===== src/rtl/gps_pkg.sv =====
// gradient position scaler: shared types, widths and codes
`default_nettype none
package gps_pkg;

   localparam int COORD_BITS = 8;
   localparam int LEVEL_BITS = 8;
   localparam int CSR_BITS   = 8;
   localparam int IDX_BITS   = 3;
   localparam int DIFF_BITS  = COORD_BITS + 1;
   localparam int SQ_BITS    = 2 * COORD_BITS + 2;

   localparam logic [IDX_BITS-1:0] CSR_START_X     = 3'd0;
   localparam logic [IDX_BITS-1:0] CSR_START_Y     = 3'd1;
   localparam logic [IDX_BITS-1:0] CSR_END_X       = 3'd2;
   localparam logic [IDX_BITS-1:0] CSR_END_Y       = 3'd3;
   localparam logic [IDX_BITS-1:0] CSR_GRAD_MODE   = 3'd4;
   localparam logic [IDX_BITS-1:0] CSR_LEVEL_COUNT = 3'd5;

   localparam logic [1:0] MODE_LINEAR   = 2'd0;
   localparam logic [1:0] MODE_RADIAL   = 2'd1;
   localparam logic [1:0] MODE_BILINEAR = 2'd2;

   typedef struct packed {
      logic [COORD_BITS-1:0] pixel_x;
      logic [COORD_BITS-1:0] pixel_y;
   } req_type;

   typedef struct packed {
      logic [LEVEL_BITS-1:0] level;
      logic                  degenerate;
   } rsp_type;

   typedef struct packed {
      logic [COORD_BITS-1:0] start_x;
      logic [COORD_BITS-1:0] start_y;
      logic [COORD_BITS-1:0] end_x;
      logic [COORD_BITS-1:0] end_y;
      logic [1:0]            grad_mode;
      logic [LEVEL_BITS-1:0] level_count;
   } cfg_type;

   typedef struct packed {
      logic degenerate;
      logic full;
      logic radial;
   } flag_type;

endpackage
`default_nettype wire


===== src/rtl/gps_scale.sv =====
// gradient position scaler: level scaling, rounding and saturation
`default_nettype none
module gps_scale #(
   parameter int FRAC_BITS = 16
) (
   input  wire               clock,
   input  wire               reset,
   input  wire               advance,
   input  wire               in_valid,
   input  gps_pkg::flag_type in_flags,
   input  wire [FRAC_BITS-1:0] in_ratio,
   input  wire [gps_pkg::LEVEL_BITS-1:0] level_count,
   output logic              out_valid,
   output gps_pkg::rsp_type  out_item
);
   import gps_pkg::*;

   localparam int PW = LEVEL_BITS + FRAC_BITS;

   logic          p_v_ff;
   flag_type      p_flags_ff;
   logic [PW-1:0] prod_ff;

   logic [PW:0]           rounded;
   logic [LEVEL_BITS:0]   scaled;
   rsp_type               item_in;

   logic    o_v_ff;
   rsp_type item_ff;

   always_comb begin
      rounded = {1'b0, prod_ff} + ((PW+1)'(1) << (FRAC_BITS - 1));
      scaled  = rounded[PW:FRAC_BITS];
      item_in.degenerate = p_flags_ff.degenerate;
      priority if (p_flags_ff.degenerate) begin
         item_in.level = '0;
      end else if (p_flags_ff.full || scaled > {1'b0, level_count}) begin
         item_in.level = level_count;
      end else begin
         item_in.level = scaled[LEVEL_BITS-1:0];
      end
   end

   always_ff @(posedge clock) begin
      if (reset) begin
         p_v_ff <= 1'b0;
         o_v_ff <= 1'b0;
      end else if (advance) begin
         p_v_ff <= in_valid;
         o_v_ff <= p_v_ff;
      end
   end

   always_ff @(posedge clock) begin
      if (advance) begin
         p_flags_ff <= in_flags;
         prod_ff    <= PW'(level_count) * PW'(in_ratio);
         item_ff    <= item_in;
      end
   end

   assign out_valid = o_v_ff;
   assign out_item  = item_ff;

endmodule
`default_nettype wire


===== config.mk =====
export PLATFORM = sky130hd
export DESIGN_NAME = gps_scale
export DESIGN_NICKNAME = d
export VERILOG_FILES = /design/src/rtl/gps_pkg.sv /design/src/rtl/gps_scale.sv
export SDC_FILE = /design/constraint.sdc
export NUM_CORES = 1
export LEC_CHECK = 0
export BUFFER_PORTS_ARGS = -buffer_cell sky130_fd_sc_hd__buf_2
export CELL_PAD_IN_SITES_DETAIL_PLACEMENT = 1
export CELL_PAD_IN_SITES_GLOBAL_PLACEMENT = 2
export CORE_MARGIN = 2
export CORE_UTILIZATION = 40
export DETAILED_ROUTE_END_ITERATION = 8
export GPL_TIMING_DRIVEN = 0
export PLACE_DENSITY = 0.83
export SLEW_MARGIN = 20
export SYNTH_ARGS = -nofsm -noshare
export SYNTH_HDL_FRONTEND = slang
export SYNTH_SLANG_ARGS = --single-unit

===== constraint.sdc =====
create_clock -name clock -period 12.2 [get_ports clock]
set_input_delay 1.83 -clock clock [delete_from_list [all_inputs] [get_ports clock]]
set_output_delay 1.83 -clock clock [all_outputs]
set_load 0.005 [all_outputs]

# [After elaboration in Yosys (flattened, before gate mapping)]
# Index checks and enable logic that the tools add are counted.
[word_totals] regBits=37 latchBits=0 mem_bits_rw=0 romBits=0 in_bits=31 out_inout_bits=10 elab_cells=12 n_memories=0
[op_classes] n_addsub=1 mul=1 div=0 magnitude_cmp=1 eq_ne=0 shifts=0 muxes=1 bitwise=0 n_reduce_logical=1
[ops] op="$add A24 B16 Y25 const B" n=1
[ops] op="$mul A8 B16 Y24" n=1
[ops] op="$gt A9 B8 Y1" n=1
[ops] op="$mux W8" n=1
[ops] op="$logic_or A1 B1 Y1" n=1

# [Logic depth before layout (Yosys ltp)]
[logic_depth] depth_word=4 mapped_depth=17 ltp_nobuf=16

# [Least setup slack after synthesis]
# OpenSTA, ideal clock, no wires.
[synth_path] kind="input port to flip-flop" start="in level_count[7] (netlist name)" end="reg prod_ff[23], data pin" arrival_ps=5653 required_ps=11931 path_slack_ps=6278 cell_stages=17 path_cell_list="clkbuf_1 and2_1 fa_1 inv_1 fa_1 inv_1 fa_1 inv_1 fa_1 inv_1 ha_1 nand4_1 nor2_1 a2bb2oi_2 nand3_1 a2111oi_2 a211oi_1"
[synth_via] elab_chain_cells=1
[synth_rtl] item="from (decl)" line_no="gps_scale.sv:12" rtl="input wire [gps_pkg::LEVEL_BITS-1:0] level_count,"
[synth_rtl] item="$mul A8 B16 Y24" line_no="gps_scale.sv:57" rtl="prod_ff <= PW'(level_count) * PW'(in_ratio);"
[synth_rtl] item="to (signal assigned)" line_no="gps_scale.sv:57"
[synth_rtl] item="to (decl)" line_no="gps_scale.sv:22" rtl="logic [PW-1:0] prod_ff;"
# Every way passes these cells.
# A chain may end at the register's enable or synchronous reset.

# [Worst setup path in the final report]
# Ends and elaborated chain as after synthesis.

==> impl_metrics.yaml <==
run_status:
  status: "finished, final reports clean"
clock_network:
  clk_pin_slew_ns: 0.06
  ctsHoldBuffers: 0
  clock_path_buffers: 2
  cts_num_sinks: 22
  postCtsSetupBuffers: 0
  cts_tree: "built"
  insertion_delay_ns: 0.26
  htreeDepth: 1
  cts-root-buf: "clkbuf_16"
  cts_made_buffers: 3
  ctsResizeCount: 0
power:
  power_density_mw_per_mm2: 161
  peakVddDrop_v: 0.0000699
  power.leakage_nw: 2.64
  p_total_w: 0.000864
sta:
  slew_headroom_pct: 59.3
  final.min_clock_period_ns: 6.44
  finClkSkew_ns: 0.00283
  tightest_slew_ns: 0.611
  finalSetupViolations: 0
  rsz0062_at_grt: "no"
  fmax_ghz: 0.155
  finalHoldViolCount: 0
  finalMaxSlewViolations: 0
  fin_tns_setup_ns: 0
  post-route-period-util_pct: 52.8
cells_and_area:
  area_growth_pct: 9.92
  nFillCells: 1381
  diodes: 0
  final_nets: 715
  drive_above_1_share_pct: 9.82
  fin_util_pct: 44.9
setup_path:
  start_kind: "primary input"
  setup.worst_path.class: "primary input to flop"
  crit_fanout: 10
  cp.required_ns: 12.20
  cp-end-kind: "flop"
  arrival_ns: 6.44
routing:
  route.detailed.drc: 0
  drt_iter0_markers: 116
  wl_per_cell_um: 17.9
  num_vias: 3626
  drtAntennaViolNets: 0
  routed_wl_mm: 12.5
  via_per_inst: 5.20
  drtPass1Iterations: 4
synthesis:
  syn_avg_cell_area_um2: 9.63
  async_reset_ff_share_pct: 0
  synth_flop_cell: "edfxtp_1"
  syn_inst: 507
  synth_top_area_cell: "fa_1"
  synth.most_common_cell: "and2_1"
  synth_cell_types: 42
  synth_common_cells: "110 x and2_1, 99 x inv_1, 83 x fa_1, 50 x ha_1, 29 x nand2_1"
  ys_warn_count: 0
  synthesis.area_mm2: 0.00488
  synth_top_cell_area_share_pct: 34.0
  ys_seq_area_share_pct: 13.1
  synth_seq_cells: 22
  synth_area_leaders: "fa_1 34%, and2_1 14%, ha_1 13%, edfxtp_1 12%, inv_1 7.6%"
  synth-edff-count: 20
  syn_nets: 671
min_path:
  hp-class: "flop to flop"
grt:
  grt-ovfl-total: 0
  grt_pass1_wl_mm: 21.1
  first_global_vias: 4235
  grt_usage_pct: 20.6
  antenna_found_initial: 0
  grt_max_degree: 23
placement:
  gp_congestion: 0.824
  dpl.hpwl_mm: 10.2
  portBuffers: 39
floorplan:
  design.core.area_mm2: 0.0120
  fp.dieW_um: 114
  rows: 40
  pin_count: 41
  start_util_pct: 40.8
  dieArea_mm2: 0.0131
  die_y_um: 114
run:
  max-cap-violations: 0
critical path: stages:
cell and delay (ns):
buf_2 0.23, clkbuf_1 0.43, and2_1 0.23, fa_1 0.43, fa_1 0.54, fa_1 0.55
inv_1 0.05, fa_1 0.54, inv_1 0.05, ha_1 0.32, a21oi_1 0.14, o21ai_0 0.23
a2bb2oi_2 0.25, nand3_1 0.15, a2111oi_2 0.37, a211oi_1 0.09
layer usage:
layer	up-vias	part of all wire [%]	routed length, µm	track usage (%)
met5	-	0	0	0
met4	0	0.18	22	0.894
met3	2	1.6	195	1.32
met2	31	54	6750	39.8
met1	1895	44	5510	26.6
li1	1698	-	-	-
registers in the layout, indices dropped and copies added (netlist names):
name	cells
out_item	9
item_in	1
prod_ff	9
out_valid	1
p_v_ff	1
p_flags_ff	1
worst paths after layout:
check,from,endpoint,slack [ns],cells past startpoint
min,out_valid,out_valid,0.50,2
min reg2reg,out_valid,out_valid,0.50,2
max reg2reg,prod_ff[17],out_item[4],9.37,11
max,level_count[7],prod_ff[23],5.76,16
cells in the final DEF (no fill, tap or decap), types with 7 or more instances in the layout:
cell,instances
a21oi_1,12
buf_2,39
inv_1,99
ha_1,50
nand2_1,29
xnor2_1,8
o21ai_1,7
edfxtp_1,20
clkbuf_1,8
o311a_1,7
nand3_1,10
fa_1,83
xor2_1,8
and2_1,110
cell type report:
| cell class | instances | area, µm² | share of cell area (%) |
|---|---|---|---|
| Buffer | 10 | 48.8 | 0.910 |
| Clock buffer | 3 | 75.1 | 1.40 |
| Clock inverter | 1 | 30.0 | 0.560 |
| Inverter | 99 | 372 | 6.93 |
| Multi-Input combinational cell | 376 | 3820 | 71.2 |
| Sequential cell | 22 | 641 | 11.9 |
| Tap cell | 147 | 184 | 3.43 |
| Timing Repair Buffer | 39 | 195 | 3.64 |
cells by family after synthesis:
logic type,after synthesis,share of synthesized area [%]
compound gates,54,8.05
xor+xnor,16,2.87
fa+ha+maj,133,46.9
buf+inv,109,8.61
flops,22,13.1
mux,2,0.410
simple gates,171,20.1
through the flow:
stage	worst slack, ns	hold WS, ns	cells	instance area (µm²)
2_1_floorplan	6.28	0.460	507	4880
6_report	5.76	0.504	697	5370
5_1_grt	5.50	0.531	697	5370
3_3_place_gp	5.54	0.468	693	5260
3_5_place_dp	5.49	0.489	693	5260
4_1_cts	5.75	0.506	697	5370
power by group:
group	internal [W]	switching [W]
Clock	0.0000652	0.0000276
Combinational	0.000270	0.000364
Sequential	0.000121	0.0000159
(Power assumes the default switching activity.)
