===== src/rtl/gps_pkg.sv =====
// gradient position scaler: shared types, widths and codes
`default_nettype none
package gps_pkg;

   localparam int COORD_BITS = 8;
   localparam int LEVEL_BITS = 8;
   localparam int CSR_BITS   = 8;
   localparam int IDX_BITS   = 3;
   localparam int DIFF_BITS  = COORD_BITS + 1;
   localparam int SQ_BITS    = 2 * COORD_BITS + 2;

   localparam logic [IDX_BITS-1:0] CSR_START_X     = 3'd0;
   localparam logic [IDX_BITS-1:0] CSR_START_Y     = 3'd1;
   localparam logic [IDX_BITS-1:0] CSR_END_X       = 3'd2;
   localparam logic [IDX_BITS-1:0] CSR_END_Y       = 3'd3;
   localparam logic [IDX_BITS-1:0] CSR_GRAD_MODE   = 3'd4;
   localparam logic [IDX_BITS-1:0] CSR_LEVEL_COUNT = 3'd5;

   localparam logic [1:0] MODE_LINEAR   = 2'd0;
   localparam logic [1:0] MODE_RADIAL   = 2'd1;
   localparam logic [1:0] MODE_BILINEAR = 2'd2;

   typedef struct packed {
      logic [COORD_BITS-1:0] pixel_x;
      logic [COORD_BITS-1:0] pixel_y;
   } req_type;

   typedef struct packed {
      logic [LEVEL_BITS-1:0] level;
      logic                  degenerate;
   } rsp_type;

   typedef struct packed {
      logic [COORD_BITS-1:0] start_x;
      logic [COORD_BITS-1:0] start_y;
      logic [COORD_BITS-1:0] end_x;
      logic [COORD_BITS-1:0] end_y;
      logic [1:0]            grad_mode;
      logic [LEVEL_BITS-1:0] level_count;
   } cfg_type;

   typedef struct packed {
      logic degenerate;
      logic full;
      logic radial;
   } flag_type;

endpackage
`default_nettype wire


===== src/rtl/gps_sqrt.sv =====
// gradient position scaler: pipelined digit-by-digit square root, one root bit a stage
`default_nettype none
module gps_sqrt #(
   parameter int FRAC_BITS = 16
) (
   input  wire               clock,
   input  wire               reset,
   input  wire               advance,
   input  wire               in_valid,
   input  gps_pkg::flag_type in_flags,
   input  wire [2*FRAC_BITS-1:0] in_quot,
   output logic              out_valid,
   output gps_pkg::flag_type out_flags,
   output logic [FRAC_BITS-1:0] out_ratio
);
   import gps_pkg::*;

   localparam int F  = FRAC_BITS;
   localparam int VW = 2 * FRAC_BITS;
   localparam int RW = FRAC_BITS + 2;

   logic          v_ff     [F];
   flag_type      flags_ff [F];
   logic [VW-1:0] val_ff   [F];
   logic [RW-1:0] rem_ff   [F];
   logic [F-1:0]  root_ff  [F];
   logic [F-1:0]  lin_ff   [F];
   logic [RW-1:0] rem_in   [F];
   logic [F-1:0]  root_in  [F];

   genvar i;
   generate
      for (i = 0; i < F; i++) begin : g_step
         logic          v_prev;
         flag_type      f_prev;
         logic [VW-1:0] val_prev;
         logic [RW-1:0] rem_prev;
         logic [F-1:0]  root_prev, lin_prev;
         logic [RW:0]   partial, trial;
         logic          take;

         if (i == 0) begin : g_first
            assign v_prev    = in_valid;
            assign f_prev    = in_flags;
            assign val_prev  = in_quot;
            assign rem_prev  = '0;
            assign root_prev = '0;
            // linear ratio is the upper half of the doubled-precision quotient
            assign lin_prev  = in_quot[VW-1:F];
         end else begin : g_next
            assign v_prev    = v_ff[i-1];
            assign f_prev    = flags_ff[i-1];
            assign val_prev  = val_ff[i-1];
            assign rem_prev  = rem_ff[i-1];
            assign root_prev = root_ff[i-1];
            assign lin_prev  = lin_ff[i-1];
         end

         always_comb begin
            partial    = {rem_prev[RW-2:0], val_prev[VW-1:VW-2]};
            trial      = {1'b0, root_prev, 2'b01};
            take       = (partial >= trial);
            rem_in[i]  = take ? RW'(partial - trial) : RW'(partial);
            root_in[i] = {root_prev[F-2:0], take};
         end

         always_ff @(posedge clock) begin
            if (reset) begin
               v_ff[i] <= 1'b0;
            end else if (advance) begin
               v_ff[i] <= v_prev;
            end
         end

         always_ff @(posedge clock) begin
            if (advance) begin
               flags_ff[i] <= f_prev;
               val_ff[i]   <= {val_prev[VW-3:0], 2'b00};
               rem_ff[i]   <= rem_in[i];
               root_ff[i]  <= root_in[i];
               lin_ff[i]   <= lin_prev;
            end
         end
      end
   endgenerate

   assign out_valid = v_ff[F-1];
   assign out_flags = flags_ff[F-1];
   assign out_ratio = flags_ff[F-1].radial ? root_ff[F-1] : lin_ff[F-1];

endmodule
`default_nettype wire


===== config.mk =====
export PLATFORM = sky130hd
export DESIGN_NAME = gps_sqrt
export DESIGN_NICKNAME = d
export VERILOG_FILES = /design/src/rtl/gps_pkg.sv /design/src/rtl/gps_sqrt.sv
export SDC_FILE = /design/constraint.sdc
export NUM_CORES = 1
export LEC_CHECK = 0
export ABC_AREA = 1
export BUFFER_PORTS_ARGS = -buffer_cell sky130_fd_sc_hd__buf_2
export CAP_MARGIN = 20
export CORE_UTILIZATION = 49
export CTS_BUF_LIST = sky130_fd_sc_hd__clkbuf_4 sky130_fd_sc_hd__clkbuf_8 sky130_fd_sc_hd__clkbuf_16
export CTS_CLUSTER_SIZE = 40
export DETAILED_ROUTE_END_ITERATION = 10
export SYNTH_ARGS = -nofsm -noshare
export SYNTH_HDL_FRONTEND = slang
export SYNTH_SLANG_ARGS = --single-unit

===== constraint.sdc =====
create_clock -name clock -period 2.8 [get_ports clock]
set_clock_uncertainty 0.05 [all_clocks]
set_input_delay 0.14 -clock clock [delete_from_list [all_inputs] [get_ports clock]]
set_output_delay 0.14 -clock clock [all_outputs]
set_load 0.005 [all_outputs]

Word-level counts from Yosys, hierarchy flattened
Memories as Yosys holds them, arrays and structs flattened.
Cells that the tools add are included.
Widths: inputs -> output; s select.
{"block": "totals", "ramBits": 1344, "elab_cells": 93, "memories": 6, "input_bits": 39, "ff_bits": 0}
{"block": "classes", "addsub": 16, "n_lt_le_gt_ge": 16, "muxes": 39, "bitwise": 16}
{"name": "val_ff", "depth": 16, "word_bits": 30, "read_ports": 15, "rd_ports_with_merged_regs": 0, "write_ports": 16, "line_no": "gps_sqrt.sv:24", "rtl": "logic [VW-1:0] val_ff [F];"}
{"name": "rem_ff", "depth": 16, "word_bits": 18, "read_ports": 15, "rd_ports_with_merged_regs": 0, "write_ports": 16, "line_no": "gps_sqrt.sv:25", "rtl": "logic [RW-1:0] rem_ff [F];"}
{"name": "lin_ff", "depth": 16, "word_bits": 16, "read_ports": 16, "rd_ports_with_merged_regs": 0, "write_ports": 16, "line_no": "gps_sqrt.sv:27", "rtl": "logic [F-1:0] lin_ff [F];"}
{"name": "root_ff", "depth": 16, "word_bits": 16, "read_ports": 16, "rd_ports_with_merged_regs": 0, "write_ports": 16, "line_no": "gps_sqrt.sv:26", "rtl": "logic [F-1:0] root_ff [F];"}
{"name": "flags_ff", "depth": 16, "word_bits": 3, "read_ports": 16, "rd_ports_with_merged_regs": 0, "write_ports": 16, "line_no": "gps_sqrt.sv:23", "rtl": "flag_type flags_ff [F];"}
{"name": "v_ff", "depth": 16, "word_bits": 1, "read_ports": 16, "rd_ports_with_merged_regs": 0, "write_ports": 16, "line_no": "gps_sqrt.sv:22", "rtl": "logic v_ff [F];"}
{"operator": "$mux 18", "n": 16}
{"operator": "$ge 19x18->1", "n": 15}
{"operator": "$sub 18x18->18", "n": 15}
{"operator": "$mux 1", "n": 22}
{"operator": "$mux 16", "n": 1}
{"operator": "$or 1x1->1", "n": 16}
{"operator": "$sub 2x1->3 const B", "n": 1}
{"operator": "$ge 2x1->1 const B", "n": 1}

Longest topological paths before layout
{"block": "logic_depth", "word_depth": 4, "depth_mapped": 14}

Worst setup path before layout
No wires, ideal clock.
{"block": "synth_path", "kind": "register to register", "start": "memory rem_ff[1][46] (netlist name)", "end": "memory rem_ff[1][62] (netlist name) (data pin)", "path_buffers": 1, "period_less_slack_ps": 1935, "arrival_time_ps": 1631, "setup_time_ps": 254, "stages_incl_launch_ff": 9, "t_required_ps": 2496, "slack_ps": 865, "path_cell_list": "edfxtp_1 -> ha_1 -> a21oi_2 -> nand3_1 -> a21oi_2 -> nand4_4 -> buf_6 -> nand2_1 -> nand2_1"}
{"item": "start, declared", "line_no": "gps_sqrt.sv:25"}

==> impl_metrics.env <==
export IMPL_final_common_cell="nand2_1"
export IMPL_path_cells="ha_1 > nand2_1 > inv_1 > a21oi_1 > nand2_1 > nand2_2 > nand2_2 > nor2_4 > buf_4 > o21ai_1"
export IMPL_finalSetupTns_ns=0
export IMPL_setup_violations=0
export IMPL_dp_cells=4825
export IMPL_switching_share_pct=26.4
export IMPL_fin_cells=5033
export IMPL_r2r_start="rem_ff[1][4]$_DFFE_PP_"
export IMPL_first_pass_iters=5
export IMPL_h_tree_depth=3
export IMPL_rr_worst_depth=10
export IMPL_stdcell_area_um2=45700
export IMPL_cts_root_buf="clkbuf_16"
export IMPL_ir_drop_v=0.000537
export IMPL_gr_total_overflow=0
export IMPL_whs_ns=0.0627
export IMPL_finalHoldViolCount=0
export IMPL_cp_max_fo=13
export IMPL_netlist_area_um2=40400
export IMPL_worstPathRequired_ns=3.14
export IMPL_post_route_util_pct=56.4
export IMPL_powerDensity_nw_per_um2=737
export IMPL_drv_cap=0
export IMPL_path_clk_slew_ns=0.07
export IMPL_grt_pass1_wl_mm=124
export IMPL_drive_above_1_share_pct=9.31
export IMPL_cts_resized=0
export IMPL_combPwrFrac_pct=14.3
export IMPL_top_level_ports=59
export IMPL_clk_path_buf_depth=3
export IMPL_drt_iter0_drc=1588
export IMPL_pwr_share_clk_pct=36.7
export IMPL_ys_warn_count=0
export IMPL_synthCells=3706
export IMPL_num_rows=104
export IMPL_place_congestion=0.903
export IMPL_tightest_slew_ns=0.672
export IMPL_p_sw_mw=8.88
export IMPL_drv_slew=0
export IMPL_hold_path_class="in -> reg"
export IMPL_dp_hpwl_mm=57.2
export IMPL_max_slew_margin_pct=55.2
export IMPL_clkSinkCount=877
export IMPL_nets=4086
export IMPL_arrival_ns=2.82
export IMPL_setup_ws_ns=0.319
export IMPL_grt_max_degree=77
export IMPL_insertedDiodeCount=0
export IMPL_cp_endpoint="rem_ff[1][19]$_DFFE_PP_"
export IMPL_clk_latency_ns=0.65
export IMPL_die_w_um=289
export IMPL_drtAntennaViolNets=0
export IMPL_synth_flop_cell="edfxtp_1"
export IMPL_synth_nets=3897
export IMPL_startpoint="rem_ff[1][4]$_DFFE_PP_"
export IMPL_die_h_um=289
export IMPL_grt_pass1_vias=23600
export IMPL_grt_usage_pct=19.0
export IMPL_crit_path_top_delay_cell="edfxtp_1"
export IMPL_intPower_mw=24.8
export IMPL_core_area_um2=81100
export IMPL_synth_edf_count=877
export IMPL_grt_setup_unrepaired="false"
export IMPL_synth_seq_area_share_pct=65.3
export IMPL_synth_avg_cell_area_um2=10.9
export IMPL_async_reset_ff_share_pct=0
export IMPL_slowest_delay_ns=0.44
export IMPL_p_leak_nw=19.8
export IMPL_final_cell_mix="1,070 x nand2_1, 877 x edfxtp_1, 614 x inv_1"
export IMPL_timing_final_crit_share_pct=88.6
export IMPL_fmax_mhz=403
export IMPL_initial_core_util_pct=49.8
export IMPL_synth_area_leaders="edfxtp_1 65%, nand2_1 10%, inv_1 5.7%, ha_1 4.7%, nand3_1 2.1%"
export IMPL_end_kind="register"
export IMPL_cp_start_kind="register"
export IMPL_r2r_setup_slack_ns=0.32
export IMPL_worst_path_stages=10
export IMPL_placed_area_um2=42200
export IMPL_power_mw=33.7
export IMPL_pwr_share_seq_pct=49.0
export IMPL_crit_type="reg -> reg"
export IMPL_port_buffer_count=58
export IMPL_yosys_register_bits=877
export IMPL_yosys_area_top_type="edfxtp_1"
export IMPL_routedWlPerCell_um=15.6
export IMPL_rr_endpoint="rem_ff[1][19]$_DFFE_PP_"
export IMPL_route_vias_total=24800
export IMPL_routed_wl_mm=78.6
export IMPL_dieArea_um2=83500
export IMPL_preCtsSetupSlack_ns=0.304
export IMPL_synth_top_area_share_pct=65.3
export IMPL_yosysUniqueCellTypes=47
export IMPL_drc=0
export IMPL_antenna_found_initial=0
export IMPL_cts_tree="built"
export IMPL_crit_family="simple AND/OR/NAND/NOR gates"
export IMPL_crit_buf_inv=2
export IMPL_cts_made_buffers=91
export IMPL_period_minus_slack_ns=2.48
export IMPL_viasPerCell=4.92
export IMPL_status="completed"
export IMPL_syn2layout_area_growth_pct=13.2
timing repair:
action | 4_1_cts | 5_1_grt
endpoints found under the hold margin | 81 | 0
hold buffers | 37 | 0
setup buffers | 0 | 0
how the worst min path moves through the flow:
| stage | from | to | slack (ns) | cells past startpoint |
|---|---|---|---|---|
| 2_1_floorplan | in_flags[0] | flags_ff[0][0]$_DFFE_PP_ | 0.19 | 0 |
| 3_3_place_gp | in_quot[7] | val_ff[0][7]$_DFFE_PP_ | 0.27 | 1 |
| 3_5_place_dp | in_quot[6] | val_ff[0][6]$_DFFE_PP_ | 0.27 | 1 |
| 4_1_cts | reset | v_ff[0]$_DFFE_PP_ | 0.04 | 2 |
| 5_1_grt | reset | v_ff[0]$_DFFE_PP_ | 0.08 | 2 |
| 6_report | reset | v_ff[1]$_DFFE_PP_ | 0.06 | 2 |
cell type report:
type	count	area [µm²]
Clock buffer	106	2410
Sequential cell	877	26300
Tap cell	1060	1330
Multi-Input combinational cell	2163	11400
Inverter	626	2350
Fill cell	6896	35400
Clock inverter	65	748
Timing Repair Buffer	136	1150
state kept, by name (all words and copies together) (netlist names):
signal and cells:
val_ff 184, flags_ff 48, root_ff 136, lin_ff 256, v_ff 16, rem_ff 237
cell families (layout without fill, tap and decap cells):
kind of cell	count (synthesis)	count (layout)	share of synthesized area [%]
buffers and inverters	666	933	6.54
adders and majority gates	152	152	4.71
muxes	16	16	0.446
AOI/OAI and AO/OA	220	220	2.90
other	1	1	0.00929
and+or+nand+nor	1688	1688	18.3
xor gates and xnor gates	86	86	1.87
DFF	877	877	65.3
power by group through the flow:
| stage | registers (mW) | logic [mW] | clock network (mW) |
|---|---|---|---|
| 6_report | 16.5 | 4.81 | 12.4 |
| 5_1_grt | 16.6 | 5.52 | 13.3 |
| 4_1_cts | 16.5 | 4.82 | 12.8 |
| 3_5_place_dp | 16.8 | 4.75 | 0 |
| 3_3_place_gp | 16.8 | 4.73 | 0 |
| 2_1_floorplan | 16.5 | 3.42 | 0 |
per-layer routing:
| layer | track usage [%] | wire (µm) | vias to the layer above |
|---|---|---|---|
| met4 | 4.92 | 1330 | 0 |
| li1 | - | - | 12700 |
| met1 | 26.9 | 37600 | 11500 |
| met2 | 30.8 | 36400 | 406 |
| met5 | 0 | 0 | - |
| met3 | 2.80 | 3270 | 93 |
synthesized netlist by cell type (3+ instances only):
| master | instances |
|---|---|
| nand2_1 | 1070 |
| edfxtp_1 | 877 |
| inv_1 | 614 |
| nor2_1 | 207 |
| nand3_1 | 169 |
| ha_1 | 152 |
| a21oi_1 | 109 |
| nand4_1 | 93 |
| o21ai_0 | 66 |
| xor2_1 | 58 |
| nor3_1 | 39 |
| xnor2_1 | 28 |
| nand3b_1 | 22 |
| o21ai_1 | 22 |
| nand2_2 | 21 |
| buf_2 | 17 |
| mux2_2 | 16 |
| nor2_2 | 14 |
| inv_2 | 12 |
| nor2_4 | 10 |
| buf_4 | 9 |
| o21bai_1 | 9 |
| buf_6 | 8 |
| nor3_2 | 8 |
| or2_2 | 7 |
| a21oi_2 | 6 |
| nand2_4 | 5 |
| nand3_2 | 5 |
| nand3_4 | 5 |
| and2_1 | 3 |
| clkbuf_1 | 3 |
| nand4_2 | 3 |
Power figures use the tool's default switching activity.
