==> src/rtl/gps_pkg.sv <==
// gradient position scaler: shared types, widths and codes
`default_nettype none
package gps_pkg;

   localparam int COORD_BITS = 8;
   localparam int LEVEL_BITS = 8;
   localparam int CSR_BITS   = 8;
   localparam int IDX_BITS   = 3;
   localparam int DIFF_BITS  = COORD_BITS + 1;
   localparam int SQ_BITS    = 2 * COORD_BITS + 2;

   localparam logic [IDX_BITS-1:0] CSR_START_X     = 3'd0;
   localparam logic [IDX_BITS-1:0] CSR_START_Y     = 3'd1;
   localparam logic [IDX_BITS-1:0] CSR_END_X       = 3'd2;
   localparam logic [IDX_BITS-1:0] CSR_END_Y       = 3'd3;
   localparam logic [IDX_BITS-1:0] CSR_GRAD_MODE   = 3'd4;
   localparam logic [IDX_BITS-1:0] CSR_LEVEL_COUNT = 3'd5;

   localparam logic [1:0] MODE_LINEAR   = 2'd0;
   localparam logic [1:0] MODE_RADIAL   = 2'd1;
   localparam logic [1:0] MODE_BILINEAR = 2'd2;

   typedef struct packed {
      logic [COORD_BITS-1:0] pixel_x;
      logic [COORD_BITS-1:0] pixel_y;
   } req_type;

   typedef struct packed {
      logic [LEVEL_BITS-1:0] level;
      logic                  degenerate;
   } rsp_type;

   typedef struct packed {
      logic [COORD_BITS-1:0] start_x;
      logic [COORD_BITS-1:0] start_y;
      logic [COORD_BITS-1:0] end_x;
      logic [COORD_BITS-1:0] end_y;
      logic [1:0]            grad_mode;
      logic [LEVEL_BITS-1:0] level_count;
   } cfg_type;

   typedef struct packed {
      logic degenerate;
      logic full;
      logic radial;
   } flag_type;

endpackage
`default_nettype wire

==> src/rtl/gps_front.sv <==
// gradient position scaler: differences, products and ratio operands
`default_nettype none
module gps_front (
   input  wire               clock,
   input  wire               reset,
   input  wire               advance,
   input  wire               in_valid,
   input  gps_pkg::req_type  in_item,
   input  gps_pkg::cfg_type  cfg,
   output logic              out_valid,
   output gps_pkg::flag_type out_flags,
   output logic [gps_pkg::SQ_BITS-1:0] out_num,
   output logic [gps_pkg::SQ_BITS-1:0] out_den
);
   import gps_pkg::*;

   localparam int PROD_BITS = 2 * DIFF_BITS;
   localparam int SUM_BITS  = PROD_BITS + 1;

   logic                        a_v_ff;
   logic signed [DIFF_BITS-1:0] dx_ff, dy_ff, rx_ff, ry_ff;
   logic signed [DIFF_BITS-1:0] dx_in, dy_in, rx_in, ry_in;

   logic                        b_v_ff;
   logic signed [PROD_BITS-1:0] pdx_ff, pdy_ff, ptx_ff, pty_ff, prx_ff, pry_ff;

   logic signed [SUM_BITS-1:0]  l2_s, t_s, r2_s, tneg_s;
   logic [SQ_BITS-1:0]          l2_w, r2_w, mag_w, num_w;
   logic                        full_w;

   logic                        c_v_ff;
   flag_type                    flags_ff, flags_in;
   logic [SQ_BITS-1:0]          num_ff, num_in, den_ff;

   assign dx_in = $signed({1'b0, cfg.end_x})     - $signed({1'b0, cfg.start_x});
   assign dy_in = $signed({1'b0, cfg.end_y})     - $signed({1'b0, cfg.start_y});
   assign rx_in = $signed({1'b0, in_item.pixel_x}) - $signed({1'b0, cfg.start_x});
   assign ry_in = $signed({1'b0, in_item.pixel_y}) - $signed({1'b0, cfg.start_y});

   always_comb begin
      l2_s   = SUM_BITS'(pdx_ff) + SUM_BITS'(pdy_ff);
      t_s    = SUM_BITS'(ptx_ff) + SUM_BITS'(pty_ff);
      r2_s   = SUM_BITS'(prx_ff) + SUM_BITS'(pry_ff);
      tneg_s = -t_s;
      l2_w   = SQ_BITS'(l2_s);
      r2_w   = SQ_BITS'(r2_s);
      // a projection before the start counts as zero unless mirrored
      if (t_s < 0) begin
         mag_w = (cfg.grad_mode == MODE_BILINEAR) ? SQ_BITS'(tneg_s) : '0;
      end else begin
         mag_w = SQ_BITS'(t_s);
      end
      num_w  = (cfg.grad_mode == MODE_RADIAL) ? r2_w : mag_w;
      full_w = (num_w >= l2_w);
      flags_in.degenerate = (l2_w == '0);
      flags_in.full       = full_w;
      flags_in.radial     = (cfg.grad_mode == MODE_RADIAL);
      num_in = full_w ? '0 : num_w;
   end

   always_ff @(posedge clock) begin
      if (reset) begin
         a_v_ff <= 1'b0;
         b_v_ff <= 1'b0;
         c_v_ff <= 1'b0;
      end else if (advance) begin
         a_v_ff <= in_valid;
         b_v_ff <= a_v_ff;
         c_v_ff <= b_v_ff;
      end
   end

   always_ff @(posedge clock) begin
      if (advance) begin
         dx_ff    <= dx_in;
         dy_ff    <= dy_in;
         rx_ff    <= rx_in;
         ry_ff    <= ry_in;
         pdx_ff   <= dx_ff * dx_ff;
         pdy_ff   <= dy_ff * dy_ff;
         ptx_ff   <= rx_ff * dx_ff;
         pty_ff   <= ry_ff * dy_ff;
         prx_ff   <= rx_ff * rx_ff;
         pry_ff   <= ry_ff * ry_ff;
         flags_ff <= flags_in;
         num_ff   <= num_in;
         den_ff   <= l2_w;
      end
   end

   assign out_valid = c_v_ff;
   assign out_flags = flags_ff;
   assign out_num   = num_ff;
   assign out_den   = den_ff;

endmodule
`default_nettype wire

==> config.mk <==
export PLATFORM = sky130hd
export DESIGN_NAME = gps_front
export DESIGN_NICKNAME = d
export VERILOG_FILES = /design/src/rtl/gps_pkg.sv /design/src/rtl/gps_front.sv
export SDC_FILE = /design/constraint.sdc
export NUM_CORES = 1
export LEC_CHECK = 0
export ABC_CLOCK_PERIOD_IN_PS = 5600
export BUFFER_PORTS_ARGS = -buffer_cell sky130_fd_sc_hd__buf_4
export CORE_ASPECT_RATIO = 0.9
export CORE_MARGIN = 2
export CORE_UTILIZATION = 58
export DETAILED_ROUTE_END_ITERATION = 8
export GPL_TIMING_DRIVEN = 0
export PLACE_DENSITY = 0.78
export SYNTH_ARGS = -nofsm -noshare
export SYNTH_HDL_FRONTEND = slang
export SYNTH_SLANG_ARGS = --single-unit
==> constraint.sdc <==
create_clock -name clock -period 5.6 [get_ports clock]
set_input_delay 0.28 -clock clock [delete_from_list [all_inputs] [get_ports clock]]
set_output_delay 0.28 -clock clock [all_outputs]
set_load 0.01 [all_outputs]
# Word level (Yosys, flattened, before mapping)
# Index checks and enable logic that the tools add are counted.
# op_classes
n_bitwise	0
mul	6
order_cmp	2
eq_ne	2
muxes	3
addsub	8
n_reduce_logical	1
div_mod_pow	0
n_shift	0
# op_table
op	n
9-bit by 9-bit multiplier with 18-bit output	6
18-bit 2-to-1 mux	3
18-bit adder	2
8-bit by 8-bit subtractor with 9-bit output	4
18-bit by 18-bit adder with 19-bit output	1
19-bit by 1-bit less-than comparator with 1-bit output (second input constant)	1
18-bit >= comparator	1
18-bit logical NOT	1
18-bit negator	1
2-bit by 1-bit equality test with 1-bit output (second input constant)	1
2-bit equality test (second input constant)	1
# word_totals
mem_count	0
ff_bits	186
ramBits	0
latchBits	0
word_cells	40
out_inout_bits	40
input_bits	62
mem_bits_ro	0

# Depth between registers and ports, before layout
# Gate-level depths: netlist of the first run.
# logic_depth
word_depth	6
mapped_depth	22
ltp_nobuf	20

# Worst setup path before layout of the first run
# OpenSTA, ideal clock, no wires.
# synth_path
path_kind	reg-to-reg
start	reg rx_ff[5]
end	reg prx_ff[17] (data pin)
period_less_slack_ns	5.295
required_time_ns	5.332
stages_incl_launch_ff	23
setup_slack_ns	0.305
arrival_ns	5.027
setup_time_ns	0.268
path_buffers	2
cell_sequence	edfxtp_1 clkbuf_1 clkbuf_1 and2_1 fa_1 inv_1 fa_1 inv_1 ha_1 inv_1 fa_1 inv_1 ha_1 ha_1 fa_1 a21o_1 a21oi_1 o21bai_1 a21o_1 a21oi_1 o21ai_0 o41ai_1 xnor2_1
# synth_between
elab_chain_cells	1
# synth_lines
item	line_no	source
start: declaration	gps_front.sv:21	logic signed [DIFF_BITS-1:0] dx_ff, dy_ff, rx_ff, ry_ff;
start signal: assignment	gps_front.sv:77	rx_ff <= rx_in;
9-bit by 9-bit multiplier with 18-bit output	gps_front.sv:83	prx_ff <= rx_ff * rx_ff;
end signal: assignment	gps_front.sv:83	
end: declaration	gps_front.sv:25	logic signed [PROD_BITS-1:0] pdx_ff, pdy_ff, ptx_ff, pty_ff, prx_ff, pry_ff;
# No other way between the ends.
# A chain may end at the register's enable or synchronous reset.

==> impl_results.md, run 1 <==
* Worst Path Buf+Inv at 3
* Relative slew slack at 47.8%
* Critical Path AT at 5760 ps
* Fmax at 184 MHz
* Met2 Resource Use GR at 45.1%
* FF-to-FF setup slack at 180 ps
* Finished Core Util at 65.0%
* Largest net degree at the start of global routing at 94
* Post-Syn Instances at 2673
* Critical path class: reg2reg
* Worst path most repeated cell: a21o_1
* ANT nets after route at 0
* CTS Root Buffer Type: clkbuf_16
* Kind of cell adding the most delay to the critical path: compound AO/OA/AOI/OAI gates
* M3 GR Usage at 5.21%
* Total clock sinks at 182
* # setup viols final at 0
* Worst skew pair latency at 510 ps
* Routed len/inst at 18.4 um
* Grt met1 use at 37.8%
* Die Wd at 231 um
* Post-Layout Cell Count at 3447
* Share of synthesized registers carrying an async set or reset at 0%
* Max-Cap Viols at 0
* Crit. Startpoint: pty_ff[0]
* DIE HEIGHT at 208 um
* Nets at 3609
* Crit-path max cell delay at 580 ps
* FF/Latch Area at 5440 sq um
* Largest family of logic cells by synthesized area: adder cells
* Syn Nets at 3456
* CP max stage cell: or4_4
* Register bit total from synthesis at 182
* Clk buf depth at 2
* Netlist Area Pre-Place at 26900 sq um
* Post-detailed-placement half-perimeter wirelength at 52.2 mm
* Worst-case reg-to-reg path depth at 21
* WP depth at 21
* Worst slew pin tran at 782 ps
* Period Utilization, post-route at 96.9%
* Total CTS buffers at 17
* Status: finished, final reports clean
* Port bufs at 91
* CP Capture Type: flip-flop
* WL final at 63.5 mm
* Fillers at 3564
* Synth Area in Adders at 44.1%
* DR pass1 iterations at 5
* Global Route Usage Sum at 27.8%
* Total number of vias at 19100
* Crit-path max FO at 10
* Xor and xnor area share after synthesis at 5.72%
* Clk pin slew, worst setup/hold paths at 90 ps
* RSZ-0062 raised after global routing: true
* Mux cell area share after synthesis at 0.353%
* Sequential-to-total area share from yosys stat at 20.2%
* Startpoint Class: flip-flop
* Initial antenna violation count at 0
* Initial Util at 59.0%
* Max Slew Vio Count at 0
* Final instance area at 29700 sq um
* Iter 0 DRT Violations at 1168
* Worst R2R End: out_num[9]
* Cell Chain, Critical Path: ha_2 -> fa_2 -> a21o_2 -> nand3_4 -> a2111oi_4 -> or4_4 -> a31o_2 -> buf_2 -> o21a_1 -> o21ai_2 -> nand2_2 -> ha_1 -> a21o_1 -> a21o_1 -> a211o_1 -> o211ai_1 -> o2111ai_2 -> a31oi_4 -> clkinv_4 -> buf_6 -> a21oi_2
* CTS tree: done
* Rows at 74
* Fin crit period at 5420 ps
* Synth warn at 0
* R2R Path Start: pty_ff[0]
* Clock Skew at 15.3 ps
* Diodes inserted at 0
* Avg Cell Area, Syn at 10.1 sq um
* Final hold violation count at 0
* Share of cells above drive strength 1 at 10.7%
* GRT Residual Overflow at 0
* H-tree levels at 4
* Hold Crit Class: in2reg
* GRT busiest layer: met2
* Area Overhead vs Synth at 10.2%
* Critical Path RT at 5930 ps
* DP Area at 28400 sq um
* Simple-gate share of the synthesized area at 12.8%
* # IOs at 102
* Synth Area in Compound Gates at 8.33%
* Gpl congestion at 0.911
* Drc violations at 0
* EDFF count, synth at 179
* Multi-input gate area at 19400 sq um
* Worst setup path endpoint: out_num[9]
* Die ar. at 48200 sq um
* CORE AREA at 45600 sq um
* Cells after DPL at 3373
* Vias in the first global route at 20300
* Top_reg_cell synth: edfxtp_1
* First-pass GRT wire length at 104 mm
* Vias per cell at 5.55
* Library cells used by synthesis at 85
==> cells in the mapped netlist, types with 5 or more instances <==
cell type  count  area [sq um]
a211o_1        6          52.6
o211ai_1       6          45.0
xnor2_1      118          1030
mux2i_1        5          50.1
o21ai_0       54           270
edfxtp_1     179          5380
nor2_1        79           297
nand3_1       37           185
clkbuf_1      61           229
nand4_1       10          62.6
inv_1        534          2000
nor3_1        29           145
or2_2          8          50.1
or3_1         15          93.8
and2_1       166          1040
fa_1         382          7650
o21a_1        11          82.6
a21boi_0       5          37.5
and3_1        13          81.3
a21o_1        44           330
ha_1         339          4240
xor2_1        58           508
a31oi_1       21           131
nand2_1      186           698
o21bai_1      30           225
o41ai_1        7          61.3
a21oi_1       90           450
nand2b_1      42           263
a211oi_1       6          45.0
nor2b_1       31           194
nor4_1         8          50.1
==> per-layer routing <==
metal | vias to the layer above | wire length, um
met5 | - | 0
met4 | 0 | 1580
met3 | 101 | 4550
met2 | 589 | 29800
met1 | 9525 | 27600
li1 | 8929 | -
==> layout make-up <==
class,count,share of cell area [%]
Multi-Input combinational cell,1888,65.3
Sequential cell,182,18.3
Inverter,535,6.78
Timing Repair Buffer,145,3.78
Tap cell,608,2.56
Clock buffer,17,1.43
Buffer,56,1.07
Clock inverter,15,0.759
Timing Repair inverter,1,0.0169
==> worst register-to-register path: stages (launching register included) <==
cell       delay (ps)
edfxtp_1          410
ha_2              220
fa_2              380
a21o_2            260
nand3_4           120
a2111oi_4         100
or4_4             580
a31o_2            290
buf_2             190
o21a_1            210
o21ai_2           190
nand2_2           160
ha_1              320
a21o_1            190
a21o_1            180
a211o_1           290
o211ai_1          110
o2111ai_2         160
a31oi_4           370
clkinv_4          140
buf_6             180
a21oi_2           190
==> flip-flops by register name, indices dropped and copies added (netlist names) <==
name / flops
pdy_ff: 17
dx_ff: 9
ptx_ff: 18
rx_ff: 9
pdx_ff: 17
out_den: 18
ry_ff: 9
out_flags: 3
out_num: 18
b_v_ff: 1
a_v_ff: 1
prx_ff: 17
out_valid: 1
dy_ff: 9
pry_ff: 17
pty_ff: 18
==> cell families (layout without fill, tap and decap cells) <==
family	after synthesis	after routing
and+or+nand+nor	651	651
adders and majority gates	721	721
xor gates and xnor gates	176	176
AOI/OAI and AO/OA	331	331
buffers and inverters	603	769
DFF	182	182
muxes	9	9
==> placed cells by master (no fill, tap or decap), types with 15 or more instances in the layout <==
| master | instances |
|---|---|
| a21o_1 | 44 |
| a21oi_1 | 76 |
| a21oi_2 | 18 |
| a31oi_1 | 19 |
| and2_1 | 166 |
| buf_4 | 147 |
| clkbuf_16 | 17 |
| clkbuf_2 | 28 |
| edfxtp_1 | 179 |
| fa_1 | 379 |
| ha_1 | 338 |
| inv_1 | 534 |
| nand2_1 | 184 |
| nand2b_1 | 42 |
| nand3_1 | 37 |
| nor2_1 | 79 |
| nor2b_1 | 30 |
| nor3_1 | 29 |
| o21ai_0 | 48 |
| o21bai_1 | 30 |
| or3_1 | 15 |
| xnor2_1 | 118 |
| xor2_1 | 58 |
==> worst min path at each step <==
stage	cells after the start	slack, ps	to	from
final	3	180	ry_ff[8]	in_item[7]
after global routing	3	170	ry_ff[8]	in_item[7]
after CTS	3	140	ry_ff[8]	in_item[7]
after detailed placement	0	450	pdy_ff[0]	dy_ff[0]
after global placement	0	450	pdy_ff[0]	dy_ff[0]
after floorplan	1	350	a_v_ff	reset
==> through the flow <==
| step | hold slack, ps | setup TNS (ps) | worst slack [ps] |
|---|---|---|---|
| 5_1_grt | 173 | -66.2 | -45.0 |
| 3_5_place_dp | 452 | -21380 | -1190 |
| 4_1_cts | 144 | 0 | 0.286 |
| 6_report | 178 | 0 | 175 |
| 3_3_place_gp | 449 | -19790 | -1210 |
| 2_1_floorplan | 352 | 0 | 305 |
==> repair_timing <==
action                                  4_1_cts  5_1_grt
buffers inserted                             15       36
resized for setup                            53       71
pin swaps                                     4       13
hold endpoints to repair                      3        0
endpoints found under the setup margin       40       36
gates cloned                                  0        1
hold buffers                                  2        0
Power of run 1 is left out: the tool's default activity adds up to more than one toggle a clock period on the data nets, which glitch-free logic cannot reach.
==> inputs of run 2 (changes only) <==
--- a/config.mk
+++ b/config.mk
@@ -15,2 +15,3 @@
 export PLACE_DENSITY = 0.78
+export SLEW_MARGIN = 20
 export SYNTH_ARGS = -nofsm -noshare
==> constraint.sdc (replaced) <==
create_clock -name clock -period 5.6 [get_ports clock]
set_input_delay 0.56 -clock clock [delete_from_list [all_inputs] [get_ports clock]]
set_output_delay 0.56 -clock clock [all_outputs]
set_load 0.01 [all_outputs]
==> run 2 against run 1 <==
Effect of this change:
- via count down 0.20%
- critical path depth unchanged
- register-to-register slack about the same
- fmax up 0.27%
- sequential share of layout area about the same
- flip-flop and latch count unchanged
- hold slack better by 48 ps
- cell area about the same
- non-clock buffer count down 2
- largest cell class unchanged
==> impl_results.md, run 2 (synthesis results as in run 1) <==
* Hold_ws at 226 ps (+48.1 ps)
* Drc violations at 0 (unchanged)
* Max-Cap Viols at 0 (unchanged)
* Clock Skew at 18.2 ps (+2.87 ps)
* Hold Crit Depth at 2 (-1)
* Total number of vias at 19100 (-0.20%)
* Die Wd at 231 um (unchanged)
* Worst skew pair latency at 510 ps (about the same)
* Clk buf depth at 2 (unchanged)
* Critical Path AT at 5660 ps (-100 ps)
* Largest net degree at the start of global routing at 94 (unchanged)
* Commonest non-fill, non-tap cell in the layout: inv_1
* Port bufs at 91 (unchanged)
* Iter 0 DRT Violations at 1288 (+10%)
* Critical Path RT at 5850 ps (-80 ps)
* Initial Util at 59.0% (unchanged)
* Post-Layout Cell Count at 3445 (-0.058%)
* DR pass1 iterations at 5 (unchanged)
* Critical path class: reg2reg
* Worst setup margin at 190 ps (+14.6 ps)
* Nets at 3607 (-0.055%)
* Total CTS buffers at 17 (unchanged)
* Relative slew slack at 48.5% (+0.64 points)
* Gpl congestion at 0.911 (unchanged)
* CORE AREA at 45600 sq um (unchanged)
* Diodes inserted at 0 (unchanged)
* Hold_buf cts at 0 (-2)
* Routed len/inst at 18.4 um (about the same)
* Worst R2R End: prx_ff[17]
* RSZ-0062 raised after global routing: true
* H-tree levels at 4 (unchanged)
* Most frequent cells in the layout: inv_1, fa_1, ha_1
* Die ar. at 48200 sq um (unchanged)
* DP Worst Slack at -1190 ps (unchanged)
* CTS Root Buffer Type: clkbuf_16
* Hold Crit Class: in2reg
* R2R Path Start: rx_ff[2]
* GRT Residual Overflow at 0 (unchanged)
* Final hold violation count at 0 (unchanged)
* Global Route Usage Sum at 27.8% (about the same)
* Hold Crit Endpoint: out_valid
* Initial antenna violation count at 0 (unchanged)
* Post-detailed-placement half-perimeter wirelength at 52.2 mm (unchanged)
* Area Overhead vs Synth at 10.1% (about the same)
* Cells after DPL at 3373 (unchanged)
* Status: finished, final reports clean
* Crit. Startpoint: rx_ff[2]
* Worst-case reg-to-reg path depth at 21 (unchanged)
* Post-route setup TNS at 0 ps (unchanged)
* Worst slew pin tran at 767 ps (-15.1 ps)
* Hold Path Origin: reset
* WL final at 63.4 mm (about the same)
* # IOs at 102 (unchanged)
* FF-to-FF setup slack at 190 ps (about the same)
* Crit-path max FO at 10 (unchanged)
* Fmax at 185 MHz (+0.27%)
* Rows at 74 (unchanged)
* Vias in the first global route at 20300 (-0.039%)
* ANT nets after route at 0 (unchanged)
* Fin crit period at 5410 ps (-14.6 ps)
* CP Capture Type: flip-flop
* First-pass GRT wire length at 104 mm (about the same)
* Total clock sinks at 182 (unchanged)
* Max Slew Vio Count at 0 (unchanged)
* Share of cells above drive strength 1 at 10.7% (about the same)
* CTS tree: done
* Clk pin slew, worst setup/hold paths at 80 ps (about the same)
* DIE HEIGHT at 208 um (unchanged)
* # setup viols final at 0 (unchanged)
* Period Utilization, post-route at 96.6% (-0.26 points)
* Startpoint Class: flip-flop
* Vias per cell at 5.55 (-0.14%)
==> run 2: critical path: stages, from the launching register on <==
cell	delay (ps)
edfxtp_1	450
buf_6	190
and2_1	160
fa_1	570
inv_1	70
fa_1	500
inv_1	40
ha_1	260
inv_1	40
fa_1	490
inv_1	50
ha_1	270
ha_1	220
fa_2	410
a21o_1	200
a21oi_2	170
o21bai_1	80
a21o_1	210
a21oi_2	180
o21ai_2	100
o41ai_2	390
xnor2_1	120
==> run 2: through the flow <==
step / util [%] / cell area, sq um
final: 65.0 / 29700
after global routing: 65.0 / 29700
after CTS: 64.1 / 29300
after detailed placement: 62.2 / 28400
after global placement: 62.2 / 28400
after floorplan: - / 26900
==> run 2: routing by layer <==
layer | global-route usage, % | share of wire [%] | up-vias
li1 | - | - | 8927
met1 | 37.8 | 44 | 9526
met2 | 45.1 | 47 | 563
met5 | 0 | 0 | -
met3 | 5.21 | 6.8 | 90
met4 | 9.03 | 2.4 | 0
==> run 2: worst max path at each step <==
stage	endpoint	slack [ps]
after detailed placement	out_num[16]	-1190
after global routing	prx_ff[17]	-50
after CTS	out_num[16]	0.3
after global placement	out_num[16]	-1210
final	prx_ff[17]	190
after floorplan	prx_ff[17]	310
==> run 2: final cells by class <==
cell class              instances  area, sq um
repair inverters                1         5.00
fillers                      3566        16000
plain buffers                  56          318
multi-input cells            1888        19400
well taps                     608          761
clock buffers                  17          425
clock inverters                15          225
inverters                     535         2010
flip-flops and latches        182         5440
repair buffers                143         1100
==> run 2: what timing repair did <==
| item | in CTS | in global routing |
|---|---|---|
| resized for setup | 53 | 71 |
| setup endpoints to repair | 40 | 36 |
| buffers inserted | 15 | 36 |
| pin swaps | 4 | 13 |
| cloned | 0 | 1 |
Power of run 2 is left out for the same reason.
